$ cat config.mk
export PLATFORM = sky130hd
export DESIGN_NAME = pointer_event_report_aggregator_unit
export DESIGN_NICKNAME = d
export VERILOG_FILES = /design/src/rtl/core/pear_pkg.sv /design/src/rtl/core/pointer_event_report_aggregator_unit.sv /design/src/rtl/core/pear_front.sv /design/src/rtl/core/pear_queue.sv /design/src/rtl/core/pear_back.sv
export SDC_FILE = /design/constraint.sdc
export NUM_CORES = 1
export LEC_CHECK = 0
export ABC_AREA = 1
export BUFFER_PORTS_ARGS = -buffer_cell sky130_fd_sc_hd__buf_2
export CORE_MARGIN = 1.5
export CORE_UTILIZATION = 60
export CTS_CLUSTER_SIZE = 25
export DETAILED_ROUTE_END_ITERATION = 12
export PLACE_DENSITY = 0.87
export SLEW_MARGIN = 0
export SYNTH_ARGS = -nofsm -noshare
export SYNTH_HDL_FRONTEND = slang
export SYNTH_SLANG_ARGS = --single-unit
$ cat constraint.sdc
create_clock -name clk -period 7.6 [get_ports clk]
set_clock_uncertainty 0.1 [all_clocks]
set_input_delay 1.52 -clock clk [delete_from_list [all_inputs] [get_ports clk]]
set_output_delay 1.52 -clock clk [all_outputs]
set_load 0.005 [all_outputs]
$ cat src/rtl/core/pear_pkg.sv
package pear_pkg;

	localparam int NUM_BUTTONS_DEF = 5;
	localparam int HELD_W = 5;
	localparam int VAL_W = 16;
	localparam int CODE_W = 10;
	localparam int BTN_IDX_W = 3;
	localparam int ADDR_W = 5;
	localparam int DATA_W = 32;

	localparam logic [1:0] KIND_REL = 2'd0;
	localparam logic [1:0] KIND_KEY = 2'd2;

	localparam logic [CODE_W-1:0] CODE_X = 10'd0;
	localparam logic [CODE_W-1:0] CODE_Y = 10'd1;
	localparam logic [CODE_W-1:0] CODE_HWHEEL = 10'd6;
	localparam logic [CODE_W-1:0] CODE_WHEEL = 10'd8;
	localparam logic [1:0] CODE_BTN_PAGE = 2'b01;

	localparam logic [2:0] REG_SWAP_AXES = 3'd0;
	localparam logic [2:0] REG_INVERT_X = 3'd1;
	localparam logic [2:0] REG_INVERT_Y = 3'd2;
	localparam logic [2:0] REG_SCALE_MUL = 3'd3;
	localparam logic [2:0] REG_SCALE_DIV = 3'd4;

	typedef enum logic [2:0] {
		DEST_NONE,
		DEST_X,
		DEST_Y,
		DEST_HWHEEL,
		DEST_WHEEL,
		DEST_BUTTON
	} dest_t;

	typedef struct packed {
		logic [1:0] event_kind;
		logic [CODE_W-1:0] event_code;
		logic signed [VAL_W-1:0] event_value;
		logic sync_mark;
		logic from_device;
	} in_item_t;

	typedef struct packed {
		logic signed [VAL_W-1:0] move_x;
		logic signed [VAL_W-1:0] move_y;
		logic signed [VAL_W-1:0] scroll_x;
		logic signed [VAL_W-1:0] scroll_y;
		logic [HELD_W-1:0] held_buttons;
	} out_item_t;

	typedef struct packed {
		dest_t dest;
		logic [BTN_IDX_W-1:0] btn_idx;
		logic sync;
		logic dev;
		logic neg;
		logic [VAL_W-1:0] value;
	} q_entry_t;

	typedef struct packed {
		logic swap_axes;
		logic invert_x;
		logic invert_y;
		logic [VAL_W-1:0] scale_mul;
		logic [VAL_W-1:0] scale_div;
	} cfg_t;

	typedef struct packed {
		logic pop;
		logic load;
	} bk_stat_t;

endpackage

$ cat src/rtl/core/pointer_event_report_aggregator_unit.sv
// A device transaction passes through the back end in steps: a load, a multiply,
// the radix-4 divider and an update of the frame state.
// Any other transaction goes from the load straight to the frame state update.
// A sync update, which makes the report valid, waits while an earlier report is stalled.
// A two-entry queue accepts new transactions while the back end is busy.
// Reset clears all sums, button state and the queue, and sets scale_mul and scale_div to 1.
module pointer_event_report_aggregator_unit #(
	parameter int NUM_BUTTONS = pear_pkg::NUM_BUTTONS_DEF
) (
	input  logic                              clk,
	input  logic                              arst_n,
	input  logic                              in_valid,
	output logic                              in_stall,
	input  pear_pkg::in_item_t                in_data,
	output logic                              out_valid,
	input  logic                              out_stall,
	output pear_pkg::out_item_t               out_data,
	input  logic                              psel,
	input  logic                              penable,
	input  logic                              pwrite,
	input  logic [pear_pkg::ADDR_W-1:0]       paddr,
	input  logic [pear_pkg::DATA_W-1:0]       pwdata,
	output logic [pear_pkg::DATA_W-1:0]       prdata,
	output logic                              pready
);

	pear_pkg::cfg_t cfg_q;
	logic [2:0] reg_idx;
	logic q_full;
	logic q_valid;
	logic push;
	pear_pkg::q_entry_t front_entry;
	pear_pkg::q_entry_t q_entry;
	pear_pkg::bk_stat_t bk_stat;

	assign pready = 1'b1;
	assign reg_idx = paddr[4:2];

	always_ff @(posedge clk or negedge arst_n) begin
		if (!arst_n) begin
			cfg_q.swap_axes <= 1'b0;
			cfg_q.invert_x <= 1'b0;
			cfg_q.invert_y <= 1'b0;
			cfg_q.scale_mul <= pear_pkg::VAL_W'(1);
			cfg_q.scale_div <= pear_pkg::VAL_W'(1);
		end else if (psel && penable && pwrite) begin
			unique case (reg_idx)
				pear_pkg::REG_SWAP_AXES: cfg_q.swap_axes <= pwdata[0];
				pear_pkg::REG_INVERT_X: cfg_q.invert_x <= pwdata[0];
				pear_pkg::REG_INVERT_Y: cfg_q.invert_y <= pwdata[0];
				pear_pkg::REG_SCALE_MUL: cfg_q.scale_mul <= pwdata[pear_pkg::VAL_W-1:0];
				pear_pkg::REG_SCALE_DIV: cfg_q.scale_div <= pwdata[pear_pkg::VAL_W-1:0];
				default: ;
			endcase
		end
	end

	always_comb begin
		unique case (reg_idx)
			pear_pkg::REG_SWAP_AXES: prdata = pear_pkg::DATA_W'(cfg_q.swap_axes);
			pear_pkg::REG_INVERT_X: prdata = pear_pkg::DATA_W'(cfg_q.invert_x);
			pear_pkg::REG_INVERT_Y: prdata = pear_pkg::DATA_W'(cfg_q.invert_y);
			pear_pkg::REG_SCALE_MUL: prdata = pear_pkg::DATA_W'(cfg_q.scale_mul);
			pear_pkg::REG_SCALE_DIV: prdata = pear_pkg::DATA_W'(cfg_q.scale_div);
			default: prdata = '0;
		endcase
	end

	pear_front #(
		.NUM_BUTTONS(NUM_BUTTONS)
	) u_front (
		.cfg     (cfg_q),
		.in_valid(in_valid),
		.in_stall(in_stall),
		.in_data (in_data),
		.q_full  (q_full),
		.push    (push),
		.entry   (front_entry)
	);

	pear_queue u_queue (
		.clk      (clk),
		.arst_n   (arst_n),
		.push     (push),
		.entry_in (front_entry),
		.full     (q_full),
		.pop      (bk_stat.pop),
		.valid    (q_valid),
		.entry_out(q_entry)
	);

	pear_back #(
		.NUM_BUTTONS(NUM_BUTTONS)
	) u_back (
		.clk      (clk),
		.arst_n   (arst_n),
		.cfg      (cfg_q),
		.q_valid  (q_valid),
		.q_entry  (q_entry),
		.stat     (bk_stat),
		.out_valid(out_valid),
		.out_stall(out_stall),
		.out_data (out_data)
	);

	a_pop_needs_entry: assert property (@(posedge clk) disable iff (!arst_n)
		bk_stat.pop |-> q_valid)
		else $error("Back end popped an empty queue.");

	a_no_report_overwrite: assert property (@(posedge clk) disable iff (!arst_n)
		(out_valid && out_stall) |-> !bk_stat.load)
		else $error("Report loaded over a transaction still waiting.");

	a_load_shows_report: assert property (@(posedge clk) disable iff (!arst_n)
		bk_stat.load |=> out_valid)
		else $error("Loaded report did not appear at the output.");

endmodule

$ cat src/rtl/core/pear_front.sv
module pear_front #(
	parameter int NUM_BUTTONS = pear_pkg::NUM_BUTTONS_DEF
) (
	input  pear_pkg::cfg_t     cfg,
	input  logic               in_valid,
	output logic               in_stall,
	input  pear_pkg::in_item_t in_data,
	input  logic               q_full,
	output logic               push,
	output pear_pkg::q_entry_t entry
);

	logic [pear_pkg::CODE_W-1:0] code;
	logic is_neg;
	logic inv;
	logic [pear_pkg::VAL_W-1:0] mag;

	assign in_stall = q_full;
	assign push = in_valid && !q_full;

	always_comb begin
		code = in_data.event_code;
		if (in_data.from_device && cfg.swap_axes) begin
			if (code == pear_pkg::CODE_X) begin
				code = pear_pkg::CODE_Y;
			end else if (code == pear_pkg::CODE_Y) begin
				code = pear_pkg::CODE_X;
			end
		end

		is_neg = in_data.event_value[pear_pkg::VAL_W-1];
		inv = in_data.from_device && (in_data.event_kind == pear_pkg::KIND_REL) &&
			((cfg.invert_x && code == pear_pkg::CODE_X) ||
			 (cfg.invert_y && code == pear_pkg::CODE_Y));
		mag = is_neg ? pear_pkg::VAL_W'(~in_data.event_value + 1'b1) :
			pear_pkg::VAL_W'(in_data.event_value);

		entry.dest = pear_pkg::DEST_NONE;
		entry.btn_idx = code[pear_pkg::BTN_IDX_W-1:0];
		entry.sync = in_data.sync_mark;
		entry.dev = in_data.from_device;
		entry.neg = in_data.from_device && (is_neg ^ inv);
		entry.value = in_data.from_device ? mag : pear_pkg::VAL_W'(in_data.event_value);

		case (in_data.event_kind)
			pear_pkg::KIND_REL: begin
				unique case (code)
					pear_pkg::CODE_X: entry.dest = pear_pkg::DEST_X;
					pear_pkg::CODE_Y: entry.dest = pear_pkg::DEST_Y;
					pear_pkg::CODE_HWHEEL: entry.dest = pear_pkg::DEST_HWHEEL;
					pear_pkg::CODE_WHEEL: entry.dest = pear_pkg::DEST_WHEEL;
					default: entry.dest = pear_pkg::DEST_NONE;
				endcase
			end
			pear_pkg::KIND_KEY: begin
				if (code[pear_pkg::CODE_W-1:8] == pear_pkg::CODE_BTN_PAGE &&
					code[7:0] < 8'(NUM_BUTTONS)) begin
					entry.dest = pear_pkg::DEST_BUTTON;
				end
			end
			default: entry.dest = pear_pkg::DEST_NONE;
		endcase
	end

endmodule

$ cat src/rtl/core/pear_queue.sv
module pear_queue (
	input  logic               clk,
	input  logic               arst_n,
	input  logic               push,
	input  pear_pkg::q_entry_t entry_in,
	output logic               full,
	input  logic               pop,
	output logic               valid,
	output pear_pkg::q_entry_t entry_out
);

	localparam int Depth = 2;

	pear_pkg::q_entry_t mem_q [Depth];
	logic wr_ptr_q;
	logic rd_ptr_q;
	logic [1:0] count_q;

	assign full = (count_q == 2'(Depth));
	assign valid = (count_q != 2'd0);
	assign entry_out = mem_q[rd_ptr_q];

	always_ff @(posedge clk or negedge arst_n) begin
		if (!arst_n) begin
			wr_ptr_q <= 1'b0;
			rd_ptr_q <= 1'b0;
			count_q <= 2'd0;
		end else begin
			if (push) begin
				wr_ptr_q <= ~wr_ptr_q;
			end
			if (pop) begin
				rd_ptr_q <= ~rd_ptr_q;
			end
			count_q <= count_q + 2'(push) - 2'(pop);
		end
	end

	always_ff @(posedge clk) begin
		if (push) begin
			mem_q[wr_ptr_q] <= entry_in;
		end
	end

endmodule

$ cat src/rtl/core/pear_back.sv
module pear_back #(
	parameter int NUM_BUTTONS = pear_pkg::NUM_BUTTONS_DEF
) (
	input  logic                clk,
	input  logic                arst_n,
	input  pear_pkg::cfg_t      cfg,
	input  logic                q_valid,
	input  pear_pkg::q_entry_t  q_entry,
	output pear_pkg::bk_stat_t  stat,
	output logic                out_valid,
	input  logic                out_stall,
	output pear_pkg::out_item_t out_data
);

	localparam int VW = pear_pkg::VAL_W;
	localparam int DivCycles = VW;

	typedef enum logic [1:0] {
		ST_IDLE,
		ST_MUL,
		ST_DIV,
		ST_APPLY
	} state_t;

	state_t state_q;
	pear_pkg::q_entry_t ent_q;
	logic [2*VW-1:0] dq_q;
	logic [VW-1:0] rem_q;
	logic [3:0] cnt_q;
	logic [VW-1:0] mx_q, my_q, wx_q, wy_q;
	logic [NUM_BUTTONS-1:0] press_q, release_q, bs_q;
	logic out_valid_q;
	pear_pkg::out_item_t out_q;

	logic [VW-1:0] d_eff;
	logic [2*VW-1:0] prod;
	logic [3*VW-1:0] step1, step2;
	logic [VW-1:0] v;
	logic v_pos;
	logic [NUM_BUTTONS-1:0] btn_mask;
	logic [VW-1:0] mx_n, my_n, wx_n, wy_n;
	logic [NUM_BUTTONS-1:0] press_n, release_n, bs_n;
	logic [NUM_BUTTONS+pear_pkg::HELD_W-1:0] held_ext;
	logic finish;

	function automatic logic [3*VW-1:0] div_step(
		input logic [VW-1:0] rem,
		input logic [2*VW-1:0] dq,
		input logic [VW-1:0] d
	);
		logic [VW:0] r;
		logic ge;
		logic [VW-1:0] rn;
		r = {rem, dq[2*VW-1]};
		ge = (r >= {1'b0, d});
		rn = ge ? VW'(r - {1'b0, d}) : r[VW-1:0];
		return {rn, dq[2*VW-2:0], ge};
	endfunction

	assign d_eff = (cfg.scale_div == '0) ? VW'(1) : cfg.scale_div;
	assign prod = ent_q.value * cfg.scale_mul;
	assign step1 = div_step(rem_q, dq_q, d_eff);
	assign step2 = div_step(step1[3*VW-1:2*VW], step1[2*VW-1:0], d_eff);

	always_comb begin
		v = ent_q.neg ? VW'(~dq_q[VW-1:0] + 1'b1) : dq_q[VW-1:0];
		v_pos = !v[VW-1] && (v != '0);
		btn_mask = NUM_BUTTONS'(1) << ent_q.btn_idx;
		mx_n = mx_q;
		my_n = my_q;
		wx_n = wx_q;
		wy_n = wy_q;
		press_n = press_q;
		release_n = release_q;
		case (ent_q.dest)
			pear_pkg::DEST_X: mx_n = mx_q + v;
			pear_pkg::DEST_Y: my_n = my_q + v;
			pear_pkg::DEST_HWHEEL: wx_n = wx_q + v;
			pear_pkg::DEST_WHEEL: wy_n = wy_q + v;
			pear_pkg::DEST_BUTTON: begin
				if (v_pos) begin
					press_n = press_q | btn_mask;
				end else begin
					release_n = release_q | btn_mask;
				end
			end
			default: ;
		endcase
		bs_n = (bs_q | press_n) & ~release_n;
		held_ext = {{pear_pkg::HELD_W{1'b0}}, bs_n};
		finish = (state_q == ST_APPLY) && (!ent_q.sync || !out_valid_q || !out_stall);
	end

	assign stat.pop = (state_q == ST_IDLE) && q_valid;
	assign stat.load = finish && ent_q.sync;
	assign out_valid = out_valid_q;
	assign out_data = out_q;

	always_ff @(posedge clk or negedge arst_n) begin
		if (!arst_n) begin
			state_q <= ST_IDLE;
			ent_q <= '0;
			dq_q <= '0;
			rem_q <= '0;
			cnt_q <= '0;
			mx_q <= '0;
			my_q <= '0;
			wx_q <= '0;
			wy_q <= '0;
			press_q <= '0;
			release_q <= '0;
			bs_q <= '0;
			out_valid_q <= 1'b0;
			out_q <= '0;
		end else begin
			if (out_valid_q && !out_stall && !stat.load) begin
				out_valid_q <= 1'b0;
			end
			unique case (state_q)
				ST_IDLE: begin
					if (q_valid) begin
						ent_q <= q_entry;
						dq_q <= {{VW{1'b0}}, q_entry.value};
						state_q <= q_entry.dev ? ST_MUL : ST_APPLY;
					end
				end
				ST_MUL: begin
					dq_q <= prod;
					rem_q <= '0;
					cnt_q <= '0;
					state_q <= ST_DIV;
				end
				ST_DIV: begin
					rem_q <= step2[3*VW-1:2*VW];
					dq_q <= step2[2*VW-1:0];
					cnt_q <= cnt_q + 1'b1;
					if (cnt_q == 4'(DivCycles - 1)) begin
						state_q <= ST_APPLY;
					end
				end
				ST_APPLY: begin
					if (finish) begin
						state_q <= ST_IDLE;
						if (ent_q.sync) begin
							mx_q <= '0;
							my_q <= '0;
							wx_q <= '0;
							wy_q <= '0;
							press_q <= '0;
							release_q <= '0;
							bs_q <= bs_n;
							out_valid_q <= 1'b1;
							out_q.move_x <= mx_n;
							out_q.move_y <= my_n;
							out_q.scroll_x <= wx_n;
							out_q.scroll_y <= wy_n;
							out_q.held_buttons <= held_ext[pear_pkg::HELD_W-1:0];
						end else begin
							mx_q <= mx_n;
							my_q <= my_n;
							wx_q <= wx_n;
							wy_q <= wy_n;
							press_q <= press_n;
							release_q <= release_n;
						end
					end
				end
				default: state_q <= ST_IDLE;
			endcase
		end
	end

endmodule

==> flow_summary_export.csv <==
group,metric,value,unit
sta,final_hold_viol_count,0,
synthesis,synth_top_area_share,23.2,%
grt,grt_pass1_wl,122,mm
detailed_routing,top_layer_used,"met4",
critical_path,crit_family,"adder cells",
detailed_routing,drt-pass1-iter-count,7,
cts,clk_pin_slew,60,ps
floorplanning,die_area,47900,µm²
sta,drv_slew,0,
sta,timing.final.crit_share,86.1,%
cts,ctsResizeCount,0,
detailed_routing,via_count,24900,
synthesis,synth-edff-count,50,
cts,cts_root_buf,"clkbuf_16",
synthesis,synthCells,3700,
synthesis,avgSynthCellArea,7.55,µm²
synthesis,synth-main-ff-cell,"dfrtp_1",
cells_and_area,drive_gt1_share,7.30,%
critical_path,path_class,"flip-flop to flip-flop",
detailed_routing,wl_met3,6.83,mm
floorplanning,die_h,219,µm
critical_path,crit_start,"cfg_q[17]",
sta,worstMarginPinSlew,1220,ps
critical_path,crit_fanout,18,
grt,grt_antenna_before_repair,1,
detailed_routing,wl_per_cell,17.1,µm
synthesis,synth_top_family_by_area,"adder cells",
cts,cts_hold_buf,0,
floorplanning,ios,178,
critical_path,path_depth,26,
placement,place_congestion,0.994,
cts,clk_latency,560,ps
cells_and_area,final_nets,4233,
sta,tns,0,ps
min_path,min_from,"u_back.out_data[31]",
critical_path,r2r-start,"cfg_q[17]",
grt,gr-total-overflow,0,
floorplanning,core_area,45700,µm²
critical_path,start_kind,"flip-flop",
grt,track_usage,32.2,%
detailed_routing,route.layer.met1.wl,30.4,mm
synthesis,synth_compound_area_share,11.4,%
synthesis,async_flop_share,83.9,%
cts,cts_tree,"done",
synthesis,synth.mux.area_fraction,0.107,%
outcome,outcome,"completed",
critical_path,max_stage_delay,930,ps
critical_path,reg2reg_depth,26,
synthesis,yosys_warnings,0,
detailed_routing,vias_per_cell,5.69,
detailed_routing,first_iter_violations,2260,
sta,max_freq,0.153,GHz
critical_path,worst_ep_arrival_time,6890,ps
synthesis,ys_top_cells_by_area,"dfrtp_1, fa_1, nand2_1",
detailed_routing,wl_met2,34.3,mm
synthesis,synth.cell_area,27900,µm²
cts,clk_path_buf_depth,3,
floorplanning,start_util,61.2,%
job,max_cap_viol_count,0,
detailed_routing,wl,75.0,mm
synthesis,synth_cell_types,56,
min_path,hp-class,"flip-flop to flip-flop",
sta,grt_setup_unrepaired,"false",
cts,cts_setup_buffers,0,
grt,grt_pass1_vias,24500,
grt,grt_start_max_net_pins,148,
floorplanning,row_count,78,
synthesis,synthSimpleGateAreaFrac,22.3,%
detailed_routing,ant_nets,0,
sta,maxSlewHeadroom,18.4,%
sta,setup_viol,0,
detailed_routing,drc_errors,0,
cts,h-tree-depth,2,
cts,cts_inserted_buffers,35,
critical_path,crit_top_cell,"nand2_1",
placement,dp_hpwl,56.5,mm
critical_path,cp_slowest_cell,"dfrtp_1",
critical_path,worst-path-buf-inv,5,
min_path,hold_depth,2,
critical_path,required,7950,ps
cts,clock_sinks,311,
cells_and_area,syn2layout_area_growth,8.18,%
floorplanning,die_w,219,µm
synthesis,post_synth_fa_ha_maj_area_fraction,23.6,%
synthesis,ys_seq_elements,311,
placement,portBuffers,142,
synthesis,synth_xor_area_share,2.76,%
critical_path,worstSetupEndpointType,"flip-flop",
sta,fin_crit,6540,ps
synthesis,yosysTopAreaCell,"dfrtp_1",
synthesis,yosysSeqAreaShare,28.8,%
## tightest hold or removal path, stage by stage, from the launching register on
cell and delay [ps]:
dfrtp_1 340, nand2_1 50, nand2_1 50
## stage by stage
step	instances	utilization [%]	setup slack [ps]	hold slack [ps]	cell area [µm²]
5_1_grt	4381	66.2	714	398	30200
4_1_cts	4380	66.2	1110	377	30200
3_3_place_gp	4316	63.5	1230	359	29000
6_report	4381	66.2	1060	373	30200
2_1_floorplan	3715	-	1830	349	28000
3_5_place_dp	4316	63.5	1180	360	29000
## registers in the layout, summed over array words and instances (netlist names), 2 cells and up
name,cells
u_back.state_q,2
u_back.cnt_q,4
u_back.press_q,5
u_back.ent_q,24
u_back.mx_q,16
u_back.my_q,16
u_back.out_data,69
u_back.rem_q,16
u_back.wx_q,16
u_back.dq_q,32
u_back.release_q,5
u_queue.count_q,2
u_queue.mem_q,50
u_back.wy_q,16
cfg_q,35
## kinds of logic (layout without fill, tap and decap cells)
family                   count (synthesis)  count (layout)
AND/OR/NAND/NOR                       1516            1516
AO/OA/AOI/OAI                          571             571
buffers and inverters                  803             868
XOR/XNOR                                88              88
other                                    2              18
adder cells (fa/ha/maj)                406             406
multiplexers                             3               3
flip-flops                             311             311
## placed cells by master (no fill, tap or decap), types with 6 or more instances in the layout
master     count
o21ai_0      290
nor2_2         6
nor4_1         6
nand3_1      159
o21bai_1      11
nor3_1        37
fa_1         200
buf_2        141
xnor2_1       44
o211ai_1       6
dfrtp_1      259
a22o_1         7
a21o_1        16
or2_2         16
nand3b_1      15
nand2_1     1046
conb_1        17
xor2_1        44
buf_4         27
clkbuf_16     36
a221oi_1      12
nand4_1       41
a31oi_1       33
ha_1         206
clkinv_2       6
o22ai_1       19
nor3_2         6
a21oi_1      146
edfxtp_1      50
inv_1        630
nor2_1       175
## cell type report
class	count	area, µm²
multi-input combinational	2601	16900
fill	3716	15500
sequential	311	8040
inverter	634	2380
clock buffer	41	950
timing repair buffer	170	943
tap	600	751
clock inverter	23	260
antenna	1	2.50
## routing by layer
layer  vias up  global-route usage [%]
met4         0                    14.6
met1     11800                    42.7
met2      1149                    51.4
met5         -                       0
met3       206                    5.82
li1      11800                       -
## final timing paths
check,endpoint,slack [ps]
max in group asynchronous,u_back.rem_q[3],5080
min,u_back.out_data[31],370
max reg2reg,u_back.dq_q[21],1060
min reg2reg,u_back.out_data[31],370
max,u_back.dq_q[21],1060
min in group asynchronous,u_back.wx_q[9],940
## synth_stat cells (3+ instances only)
library cell	number
buf_1	6
buf_6	3
nand3_1	159
nand2_1	1046
a21boi_0	3
nand3b_1	15
nor4_1	6
edfxtp_1	50
mux2i_1	3
dfrtp_1	259
a22o_1	7
o21bai_1	11
a31oi_1	33
or2_2	16
inv_1	631
nand4_1	41
buf_4	18
xnor2_1	44
clkbuf_1	138
nor2_2	3
o32ai_1	3
o21ai_0	291
ha_1	206
o22ai_1	19
xor2_1	44
a21o_1	16
nor3_1	41
buf_2	4
o21ai_2	4
a21oi_1	147
o21a_1	4
fa_1	200
o211ai_1	6
nor2_1	178
a221oi_1	12
a22oi_1	4
Power is not shown: default switching activity piles up to over one toggle a cycle in this logic, so the estimate is an artifact.
